--- config.mk ---
export PLATFORM = sky130hd
export DESIGN_NAME = tms_ctrl
export DESIGN_NICKNAME = d
export VERILOG_FILES = /design/src/design/tms_pkg.sv /design/src/design/tms_ctrl.sv
export SDC_FILE = /design/constraint.sdc
export NUM_CORES = 1
export LEC_CHECK = 0
export BUFFER_PORTS_ARGS = -buffer_cell sky130_fd_sc_hd__buf_2
export CORE_ASPECT_RATIO = 0.6
export CORE_MARGIN = 8
export CORE_UTILIZATION = 25
export CTS_CLUSTER_SIZE = 40
export DETAILED_ROUTE_END_ITERATION = 8
export HOLD_SLACK_MARGIN = 0.08
export PLACE_DENSITY_LB_ADDON = 0.1
export SKIP_CTS_REPAIR_TIMING = 1
export SYNTH_ARGS = -nofsm -noshare
export SYNTH_HDL_FRONTEND = slang
export SYNTH_SLANG_ARGS = --single-unit
--- constraint.sdc ---
create_clock -name clk_i -period 1.9 [get_ports clk_i]
set_input_delay 0.095 -clock clk_i [delete_from_list [all_inputs] [get_ports clk_i]]
set_output_delay 0.095 -clock clk_i [all_outputs]
set_load 0.02 [all_outputs]
--- src/design/tms_pkg.sv ---
package tms_pkg;

  // default sizes of the stores
  localparam int MAX_STATES_DEF  = 128;
  localparam int MAX_SYMBOLS_DEF = 64;
  localparam int TAPE_CELLS_DEF  = 128;

  // configuration register indexes and reset values
  localparam int CFG_AW = 1;
  localparam int CFG_DW = 8;
  localparam logic [CFG_AW-1:0] CFG_STATE_COUNT  = 1'b0;
  localparam logic [CFG_AW-1:0] CFG_SYMBOL_COUNT = 1'b1;
  localparam logic [7:0] STATE_COUNT_RST  = 8'd128;
  localparam logic [6:0] SYMBOL_COUNT_RST = 7'd64;

  // commands
  localparam logic [2:0] CMD_LOAD_ALPHA = 3'd0;
  localparam logic [2:0] CMD_LOAD_RULE  = 3'd1;
  localparam logic [2:0] CMD_LOAD_TAPE  = 3'd2;
  localparam logic [2:0] CMD_RESTART    = 3'd3;
  localparam logic [2:0] CMD_STEP       = 3'd4;

  // result status codes
  localparam logic [1:0] STAT_DONE    = 2'd0;
  localparam logic [1:0] STAT_HALTED  = 2'd1;
  localparam logic [1:0] STAT_UNKNOWN = 2'd2;
  localparam logic [1:0] STAT_RANGE   = 2'd3;

  // action and tape characters
  localparam logic [7:0] ACT_LEFT   = 8'h4C;
  localparam logic [7:0] ACT_RIGHT  = 8'h52;
  localparam logic [7:0] BLANK_MARK = 8'h23;
  localparam logic [7:0] EMPTY_CHAR = 8'h00;

  typedef struct packed {
    logic [2:0] command;
    logic [5:0] symbol_index;
    logic [6:0] state_index;
    logic [6:0] position;
    logic [7:0] char_value;
    logic [7:0] next_state_value;
  } in_item_t;

  typedef struct packed {
    logic [1:0]  status;
    logic        halted;
    logic [7:0]  machine_state;
    logic [6:0]  head_position;
    logic [7:0]  head_char;
    logic [31:0] step_total;
  } out_item_t;

  // controller to datapath commands
  typedef struct packed {
    logic clear;
    logic capture;
    logic exec;
    logic scan;
    logic apply;
    logic fix;
  } ctrl_t;

  // datapath to controller status
  typedef struct packed {
    logic clr_last;
    logic exec_restart;
    logic exec_run;
    logic scan_hit;
    logic scan_miss;
    logic apply_move;
  } stat_t;

endpackage

--- src/design/tms_ctrl.sv ---
module tms_ctrl
  import tms_pkg::*;
(
  input  logic  clk_i,
  input  logic  rst_ni,
  input  logic  start_i,
  output logic  busy_o,
  output logic  done_o,
  input  stat_t stat_i,
  output ctrl_t ctrl_o
);

  typedef enum logic [8:0] {
    ST_CLEAR   = 9'b000000001,
    ST_IDLE    = 9'b000000010,
    ST_EXEC    = 9'b000000100,
    ST_SCAN    = 9'b000001000,
    ST_RULE_RD = 9'b000010000,
    ST_APPLY   = 9'b000100000,
    ST_TAPE_RD = 9'b001000000,
    ST_TAPE_FX = 9'b010000000,
    ST_RESP    = 9'b100000000
  } state_e;

  state_e state_q, state_d;

  // next state
  always_comb begin
    state_d = state_q;
    unique case (state_q)
      ST_CLEAR: begin
        if (stat_i.clr_last) state_d = ST_IDLE;
      end
      ST_IDLE: begin
        if (start_i) state_d = ST_EXEC;
      end
      ST_EXEC: begin
        priority if (stat_i.exec_restart) state_d = ST_TAPE_RD;
        else if (stat_i.exec_run) state_d = ST_SCAN;
        else state_d = ST_RESP;
      end
      ST_SCAN: begin
        priority if (stat_i.scan_hit) state_d = ST_RULE_RD;
        else if (stat_i.scan_miss) state_d = ST_RESP;
        else state_d = ST_SCAN;
      end
      ST_RULE_RD: state_d = ST_APPLY;
      ST_APPLY: begin
        state_d = stat_i.apply_move ? ST_TAPE_RD : ST_RESP;
      end
      ST_TAPE_RD: state_d = ST_TAPE_FX;
      ST_TAPE_FX: state_d = ST_RESP;
      ST_RESP:    state_d = ST_IDLE;
      default:    state_d = ST_IDLE;
    endcase
  end

  always_ff @(posedge clk_i or negedge rst_ni) begin
    if (!rst_ni) begin
      state_q <= ST_CLEAR;
    end else begin
      state_q <= state_d;
    end
  end

  // command decode
  always_comb begin
    ctrl_o.clear   = (state_q == ST_CLEAR);
    ctrl_o.capture = (state_q == ST_IDLE) && start_i;
    ctrl_o.exec    = (state_q == ST_EXEC);
    ctrl_o.scan    = (state_q == ST_SCAN);
    ctrl_o.apply   = (state_q == ST_APPLY);
    ctrl_o.fix     = (state_q == ST_TAPE_FX);
  end

  assign busy_o = (state_q != ST_IDLE);
  assign done_o = (state_q == ST_RESP);

  a_accept_exec: assert property (@(posedge clk_i) disable iff (!rst_ni)
    (state_q == ST_IDLE && start_i) |=> state_q == ST_EXEC)
    else $error("accepted item did not enter execution");

  a_hit_rule: assert property (@(posedge clk_i) disable iff (!rst_ni)
    (state_q == ST_SCAN && stat_i.scan_hit) |=> state_q == ST_RULE_RD)
    else $error("alphabet hit did not start rule read");

  a_resp_once: assert property (@(posedge clk_i) disable iff (!rst_ni)
    done_o |=> !done_o && !busy_o)
    else $error("result strobe not a single cycle");

endmodule

======== Word-level counts from Yosys, hierarchy flattened ========
Cells that the tools add are included.
word-level totals
  word-level logic and storage cells ...... 23
  bits in registers ....................... 9
operators by class
  mux-type cells .......................... 8
  reductions and logical operators ........ 2
  eq/ne operators ......................... 12
operator list
  operator            number
  $pmux 9 s8          1
  $mux 9              7
  $eq 9x1->1 const B  1
  $eq 9x2->1 const B  1
  $eq 9x3->1 const B  1
  $eq 9x4->1 const B  1
  $eq 9x5->1 const B  1
  $eq 9x6->1 const B  1
  $eq 9x7->1 const B  1
  $eq 9x8->1 const B  1
  $eq 9x9->1 const B  1
  $ne 9x2->1 const B  1
  $ne 2x2->1 const B  2
  $reduce_and 2->1    1
  $logic_and 1x1->1   1

======== Depth between registers and ports, before layout ========
Gate-level depths: netlist of the first run.
  word-level depth ........................ 3
  gate-level depth with buffers ........... 4
  mapped depth without buffers ............ 4

======== Worst setup path before layout of the first run ========
OpenSTA, ideal clock, no wires.
  kind .................................... register -> register
  start ................................... register state_q[4]
  end ..................................... register state_q[8]
  path slack .............................. 0.321 ns
  required time ........................... 1.832 ns
  stages on the path, launching flop included .. 5
  data arrival time ....................... 1.511 ns
  path through ............................ dfrtp_1 -> nor4_4 -> nand2_2 -> nor4b_4 -> a311o_1
RTL lines
  element                 RTL line        RTL
  start, declared         tms_ctrl.sv:25  state_e state_q, state_d;
  start signal, assigned  tms_ctrl.sv:62  state_q <= state_d;

==> results of run 1 <==
==> power by group <==
part,leakage [nW],internal [mW],switching (mW),total (mW)
clock,0.0228,0.147,0.0803,0.227
sequential,0.117,0.216,0.0403,0.257
combinational,0.208,0.117,0.165,0.283
==> per-stage QoR <==
stage                     util (%)  instances
after floorplan                  -         55
after global placement        31.6        101
after detailed placement      31.6        101
after CTS                     33.7        105
after global routing          35.1        107
final                         35.1        107
==> worst min path at each step <==
stage | cells past startpoint | slack (ps) | end
after CTS | 1 | -280 | state_q[5]
after global routing | 2 | 120 | state_q[4]
after floorplan | 0 | -200 | state_q[1]
after global placement | 1 | -30 | state_q[3]
final | 2 | 110 | state_q[4]
after detailed placement | 1 | -30 | state_q[3]
==> logic make-up (layout without fill, tap and decap cells) <==
logic type	count (synthesis)	count (layout)	synth area share, %
and+or+nand+nor	30	30	40.1
AOI/OAI and AO/OA	10	10	14.7
DFF	9	9	40.3
xor gates and xnor gates	1	1	1.56
buffers and inverters	5	27	3.34
==> final cells by class <==
| cell class | count | share of cell area, % |
|---|---|---|
| Clock buffer | 4 | 5.97 |
| Sequential cell | 9 | 30.0 |
| Timing Repair Buffer | 18 | 13.6 |
| Inverter | 5 | 2.49 |
| Multi-Input combinational cell | 41 | 43.0 |
| Tap cell | 30 | 4.98 |
==> cells in the final DEF (no fill, tap or decap), types with 2 or more instances in the layout <==
master / count
buf_2: 15
dfrtp_1: 8
nor2_1: 5
inv_1: 5
nand2b_1: 4
o21ai_0: 3
clkbuf_8: 3
nand2_2: 2
nor3_1: 2
and4b_1: 2
nor4_1: 2
dlygate4sd3_1: 2
==> worst max-delay path, cell delays in order, from the launching register on <==
cell     delay [ps]
dfrtp_1         440
nor4_4          370
nand2_2         130
nor4b_4         310
buf_4           210
==> metal layers <==
metal,vias up,share of wire [%]
li1,253,-
met1,226,59
met2,21,33
met3,2,6.8
met4,0,1.4
met5,-,0
==> run metrics, run 1 <==
status=finished clean; first-pass GRT wire length=2400 um; crit path max fanout=5; top cells by area, synth=dfrtp_1 (36%), dfstp_2 (4.7%), nand2b_1 (4.5%); Gate Count Post-Synth=55; top post-synthesis cells by count=dfrtp_1 (8), inv_1 (5), nor2_1 (5); worst vdd ir=0.309 mV; row count=13; CP Class=flop to output pin; total power=766 uW; via count=502; Final Cell Area=754 sq um; WP data arrival=1690 ps; DR iter-0 viols=15; Seq. cell area=226 sq um; Post-Syn Area per Cell=10.2 sq um; Worst Tran Pin Value=290 ps; WHS=109 ps; top cell type by total area after synthesis=dfrtp_1; die area=4070 sq um; Initial Utilization=26.2%; Layout area overhead=34.3%; Post-synth EDFFs=0; CP endpoint kind=output pin; Clk Latency, worst-skew pair=230 ps; FFs w/ async S/R, synth=100%; Max-Cap Viols=0; Post-Synthesis Cell Area=562 sq um; clk_skew=1.20 ps; synthesized net count=64; pre-CTS setup slack=291 ps; Pleak=0.348 nW; CTS tree=done; WL/cell=13.1 um; drt via density=4.69; Final ANT Viol Nets=0; initial antenna violation count=0; vias in the first global route=510; largest register by flop count=state_q; global route hottest layer=met1; Setup Viol. Count Final=0; path depth of the worst reg2reg path=4; ANT cells=0; RSZ-0062 raised after global routing=no; top cell type's share of synthesized area=35.6%; GR Util met1=10.9%; DR DRC count=0; CP Launch Type=flop; CORE AREA=2150 sq um; GR Overflow Total=0; multi-input logic area=324 sq um; Total Routed Length=1400 um; R2R setup slack=330 ps; Clock transition at path regs=50 ps; total global-route track usage=7.78%; Cell Pwr Density=1020 nW/um^2; Synth Flop Type=dfrtp_1; final HPWL from detailed placement=1120 um; met3 Use GR=3.60%; FMAX=560 MHz; Yosys cell types=31; largest net degree at the start of global routing=10; Critical R2R Launch=state_q[4]; Seq/Total Area, Yosys=40.3%; final hold violation count=0; Period minus WS final=1780 ps; I/O Buffers=16; top-level port count=17; final worst setup slack=116 ps; Worst slew margin=80.4%; Seq cells post-synth=9; most instantiated library cell after synthesis=dfrtp_1; H-tree depth=1; Fill cells=233; fin nets=87; Critical Path End=ctrl_o[2]; hold crit path type=input port to flop; buffer depth of the longest clock path=2; Post-DP Area=679 sq um; die span in y=52.7 um; Critical Path RT=1800 ps; fraction of layout cells with a size suffix above 1=39.0%; DRT Pass-1 Iters=4; Die Width=77.2 um; Sink Count=9; final worst path period share=93.9%; CTS root buf=clkbuf_8; Total Neg Setup Slack=0 ps; GR Util met2=9.46%; r2r endpoint=state_q[8]; Final Slew Violations=0; final RePlAce weighted congestion=0.783; cts bufs inserted=3; Largest register FFs=9; critical path startpoint=state_q[4]; YS warnings=0; biggest regs=state_q x9; Worst Hold Launch=stat_i[2]
Note: power is estimated with default switching activity, not from simulation.
==> run 2, diff against run 1 <==
BUFFER_PORTS_ARGS = not set   (was -buffer_cell sky130_fd_sc_hd__buf_2)
DONT_BUFFER_PORTS = 1   (was not set)
GPL_ROUTABILITY_DRIVEN = 0   (was not set)
SLEW_MARGIN = 30   (was not set)
==> run 2 against run 1 <==
  * Clock skew hardly changed
  * Sequential share of layout area is 0.45 points lower
  * Clock-buffer cell count stayed put
  * First-iteration DRC count stayed put
  * Worst hold slack worse by 22 ps
  * Cell area is 2.7% higher
  * Global-route usage is 0.073 points higher
  * Cell count is 3.7% lower
  * Critical path depth stayed put
  * Utilization is 0.93 points higher
  * Sequential cell count stayed put
  * Critical path type unchanged
==> run metrics, run 2 (synthesized netlist as in run 1, its figures left out) <==
WP data arrival=1690 ps (about the same); fraction of layout cells with a size suffix above 1=31.5% (-7.5 points); first-pass GRT wire length=2360 um (-1.7%); GR Overflow Total=0 (unchanged); Max-Cap Viols=0 (unchanged); clk_skew=0.803 ps (-0.401 ps); WL/cell=13.8 um (+5.5%); Post-DP Area=629 sq um (-7.4%); vias in the first global route=467 (-8.4%); Die Width=77.2 um (unchanged); Worst Tran Pin Value=453 ps (+163 ps); CP Class=flop to output pin; crit path max fanout=7 (+2); Clk Latency, worst-skew pair=230 ps (about the same); Largest register FFs=9 (unchanged); final hold violation count=0 (unchanged); CTS root buf=clkbuf_8; initial antenna violation count=0 (unchanged); status=finished clean; via count=497 (-1.0%); row count=13 (unchanged); Critical Path RT=1800 ps (about the same); DR DRC count=0 (unchanged); WHS=86.7 ps (-22.2 ps); Total Routed Length=1430 um (+1.6%); final HPWL from detailed placement=1100 um (-1.2%); Final Slew Violations=0 (unchanged); DRT Pass-1 Iters=4 (unchanged); drt via density=4.83 (+2.8%); DR iter-0 viols=15 (unchanged); most frequent cells in the layout=dlygate4sd3_1 (7), buf_4 (7), dfrtp_1 (6); die span in y=52.7 um (unchanged); Period minus WS final=1780 ps (-0.504 ps); worst vdd ir=0.352 mV (+14%); RSZ-0062 raised after global routing=yes; Initial Utilization=26.2% (unchanged); Clock transition at path regs=50 ps (about the same); FMAX=561 MHz (about the same); biggest regs=state_q x9; largest net degree at the start of global routing=10 (unchanged); fin nets=83 (-4.6%); largest register by flop count=state_q; Sink Count=9 (unchanged); Final Cell Area=774 sq um (+2.7%); Setup Viol. Count Final=0 (unchanged); CORE AREA=2150 sq um (unchanged); total global-route track usage=7.85% (+0.073 points); cts bufs inserted=3 (unchanged); Worst slew margin=69.7% (-11 points); Final ANT Viol Nets=0 (unchanged); CTS tree=done; I/O Buffers=0 (-16); total power=773 uW (+0.89%); CP endpoint kind=output pin; Pleak=0.326 nW (-6.4%); H-tree depth=1 (unchanged); hold crit path type=input port to flop; Layout area overhead=37.9%; CP Launch Type=flop; buffer depth of the longest clock path=2 (unchanged); Total Neg Setup Slack=0 ps (unchanged); ANT cells=0 (unchanged); final worst path period share=93.9% (about the same); top-level port count=17 (unchanged); die area=4070 sq um (unchanged); Cell Pwr Density=998 nW/um^2 (-1.7%)
run 2: area by class of cell:
cell class,instances,area [sq um]
tap,30,37.5
timing repair buffer,14,123
inverter,5,18.8
clock buffer,4,45.0
fill,232,1370
multi-input combinational,41,322
sequential,9,229
run 2: final timing paths:
kind / to / startpoint / slack (ps) / depth (start not counted)
hold / removal: state_q[2] / start_i / 90 / 1
min in group asynchronous: state_q[3] / rst_ni / 250 / 1
setup / recovery: ctrl_o[0] / state_q[3] / 120 / 4
setup reg to reg: state_q[8] / state_q[4] / 250 / 5
max in group asynchronous: state_q[0] / rst_ni / 1310 / 1
hold reg to reg: state_q[0] / state_q[3] / 530 / 1
run 2: worst max-delay path, cell delays in order (launching register included):
cell and delay (ps):
dfrtp_1 430, nor3_1 230, nand2_1 160, or3_4 380, nor2_2 250
run 2: routing by layer:
metal	wire length (um)	part of all wire, %	GRT usage (%)	vias to the layer above
met5	0	0	0	-
met4	29	2.0	3.73	0
met2	511	36	8.62	18
li1	-	-	-	241
met3	149	10	5.48	4
met1	734	52	10.6	234
run 2: through the flow:
| stage | setup WS (ps) | utilization [%] | instances |
|---|---|---|---|
| after floorplan | 321 | - | 55 |
| after global placement | 262 | 29.3 | 89 |
| after detailed placement | 265 | 29.3 | 89 |
| after CTS | 12.8 | 31.4 | 93 |
| after global routing | -12.8 | 36.1 | 103 |
| final | 116 | 36.1 | 103 |
run 2: power breakdown:
group	internal, mW	switching (mW)
registers	0.217	0.0368
logic	0.132	0.161
clock network	0.147	0.0798
==> run 3, diff against run 2 <==
ABC_AREA = 1   (was not set)
==> run 3 against run 2 <==
  * First-iteration DRC count grew to 2.9 times the previous value
  * Register-to-register slack better by 310 ps
  * Via count is 9.9% higher
  * Non-clock buffer count is 4 lower
  * Sequential share of layout area is 0.46 points lower
  * Cell count is 21% higher
  * Highest routed layer unchanged
==> run metrics, run 3 <==
status=finished clean; H-tree depth=1 (unchanged); hold crit path type=input port to flop; Worst Tran Pin Value=425 ps (-27.8 ps); largest family of logic cells by synthesized area=simple AND/OR/NAND/NOR gates; drt via density=4.37 (-9.5%); clk_skew=3.80 ps (+3.00 ps); Die Width=79.4 um (+2.9%); FMAX=618 MHz (+10%); mux cell area share after synthesis=0% (unchanged); ANT cells=0 (unchanged); DRT Pass-1 Iters=4 (unchanged); RSZ-0062 raised after global routing=no; die span in y=54.0 um (+2.5%); Initial Utilization=27.1% (+0.90 points); Yosys cell types=17 (-45%); Synth Area in Compound Gates=6.22% (-8.5 points); die area=4290 sq um (+5.4%); FFs w/ async S/R, synth=100% (unchanged); GR Util met1=10.3% (-0.31 points); final worst path period share=85.1% (-8.8 points); Sink Count=9 (unchanged); total power=868 uW (+12%); Clock transition at path regs=40 ps (about the same); Total Neg Setup Slack=0 ps (unchanged); top cell type by total area after synthesis=dfrtp_1; XOR/XNOR share of the synthesized area=0% (-1.6 points); Critical Path RT=1800 ps (about the same); synthesized net count=90 (+41%); most common cell after layout, fill and taps aside=nor2_1; vias in the first global route=521 (+12%); Cell Pwr Density=1120 nW/um^2 (+12%); fin nets=105 (+27%); I/O Buffers=0 (unchanged); Setup Viol. Count Final=0 (unchanged); final HPWL from detailed placement=1220 um (+10%); DR iter-0 viols=44 (+29); slowest CP cell=dfrtp_1; largest register by flop count=state_q; hold path endpoint=state_q[6]; max incr delay on CP=430 ps (about the same); first-pass GRT wire length=2550 um (+8.2%); cts bufs inserted=3 (unchanged); Layout area overhead=29.0%; WP data arrival=1520 ps (-170 ps); buffer depth of the longest clock path=2 (unchanged); crit path max fanout=4 (-3); top cells by area, synth=dfrtp_1 (33%), nor2_1 (10%), inv_1 (8.7%); initial antenna violation count=0 (unchanged); most frequent cells in the layout=nor2_1 (16), inv_1 (14), nand2_1 (12); Seq cells post-synth=9 (unchanged); Total Routed Length=1500 um (+5.3%); Worst slew margin=71.6% (+1.9 points); CP Launch Type=flop; Clk Latency, worst-skew pair=230 ps (about the same); YS warnings=0 (unchanged); CTS tree=done; row count=13 (unchanged); final hold violation count=0 (unchanged); Post-Synth Simple-Gate Area=47.5% (+7.4 points); CTS root buf=clkbuf_8; Max-Cap Viols=0 (unchanged); Final ANT Viol Nets=0 (unchanged); Non-Filler Instances=125 (+21%); Seq/Total Area, Yosys=37.6% (-2.8 points); total global-route track usage=7.84% (-0.011 points); Post-Synthesis Cell Area=603 sq um (+7.3%); R2R setup slack=560 ps (+310 ps); GR Util met2=9.63% (+1.0 points); WL/cell=12.0 um (-13%); placed cell count=114 (+28%); largest net degree at the start of global routing=10 (unchanged); met3 Use GR=4.82% (-0.66 points); Critical R2R Launch=state_q[6]; CP Class=flop to output pin; top cell type's share of synthesized area=33.2% (-2.4 points); DR DRC count=0 (unchanged); top-level port count=17 (unchanged); biggest regs=state_q x9; global route hottest layer=met1; critical-path cell list=nor2_4 -> nand2_4 -> nor2_2 -> nand2_2 -> nor2_1; Final Slew Violations=0 (unchanged); via count=546 (+9.9%); Post-Syn Area per Cell=7.45 sq um (-27%); adder-cell share of the synthesized area=0% (unchanged); r2r endpoint=state_q[1]; Synth Flop Type=dfrtp_1; most instantiated library cell after synthesis=nor2_1; critical path startpoint=state_q[6]; Worst Hold Launch=stat_i[0]; GR Overflow Total=0 (unchanged); CORE AREA=2230 sq um (+3.8%); Period minus WS final=1620 ps (-167 ps); Largest register FFs=9 (unchanged); fraction of layout cells with a size suffix above 1=23.2% (-8.3 points); top post-synthesis cells by count=nor2_1 (16), inv_1 (14), nand2_1 (12); Post-synth EDFFs=0 (unchanged); worst vdd ir=0.364 mV (+3.5%); Pleak=0.381 nW (+17%); hold depth=2 (+1); Gate Count Post-Synth=81 (+47%); CP endpoint kind=output pin; path depth of the worst reg2reg path=8 (+3)
## run 3: where the power goes
part	switching (mW)	total, mW	leakage, nW	internal (mW)
sequential	0.0279	0.250	0.118	0.222
clock	0.0767	0.223	0.0228	0.146
combinational	0.279	0.395	0.240	0.115
total	0.384	0.868	0.381	0.484
## run 3: worst max-delay path, delay by kind of cell (launching register included)
kind | cells | cell delay [ps]
flops | 1 | 430
simple gates | 5 | 870
## run 3: worst max path at each step
stage / endpoint / slack, ps / cells after the start
after floorplan: state_q[8] / 600 / 5
after global placement: ctrl_o[4] / 500 / 5
after detailed placement: ctrl_o[4] / 510 / 5
after CTS: ctrl_o[4] / 250 / 5
after global routing: ctrl_o[4] / 170 / 5
final: ctrl_o[4] / 280 / 5
## run 3: cell families (layout without fill, tap and decap cells)
kind of cell	count (synthesis)	in the layout
flip-flops	9	9
buffers and inverters	14	28
AND/OR/NAND/NOR	52	52
AO/OA/AOI/OAI	6	6
## run 3: metal layers
metal / vias to the layer above / part of all wire, %
met4: 0 / 1.3
met5: - / 0
met3: 2 / 9.3
li1: 281 / -
met1: 242 / 53
met2: 21 / 36
## run 3: area by class of cell
type | instances | area, sq um
Inverter | 14 | 52.6
Timing Repair Buffer | 10 | 92.6
Sequential cell | 9 | 226
Clock buffer | 4 | 45.0
Multi-Input combinational cell | 58 | 324
Tap cell | 30 | 37.5
Fill cell | 235 | 1450
## run 3: metrics by stage
step / cell area [sq um] / setup WS, ps / hold slack [ps] / utilization [%]
after CTS: 708 / 252 / -452 / 31.8
final: 778 / 283 / 48.0 / 34.9
after detailed placement: 663 / 509 / -200 / 29.8
after global placement: 663 / 502 / -200 / 29.8
after global routing: 778 / 173 / 82.5 / 34.9
after floorplan: 603 / 598 / -201 / -
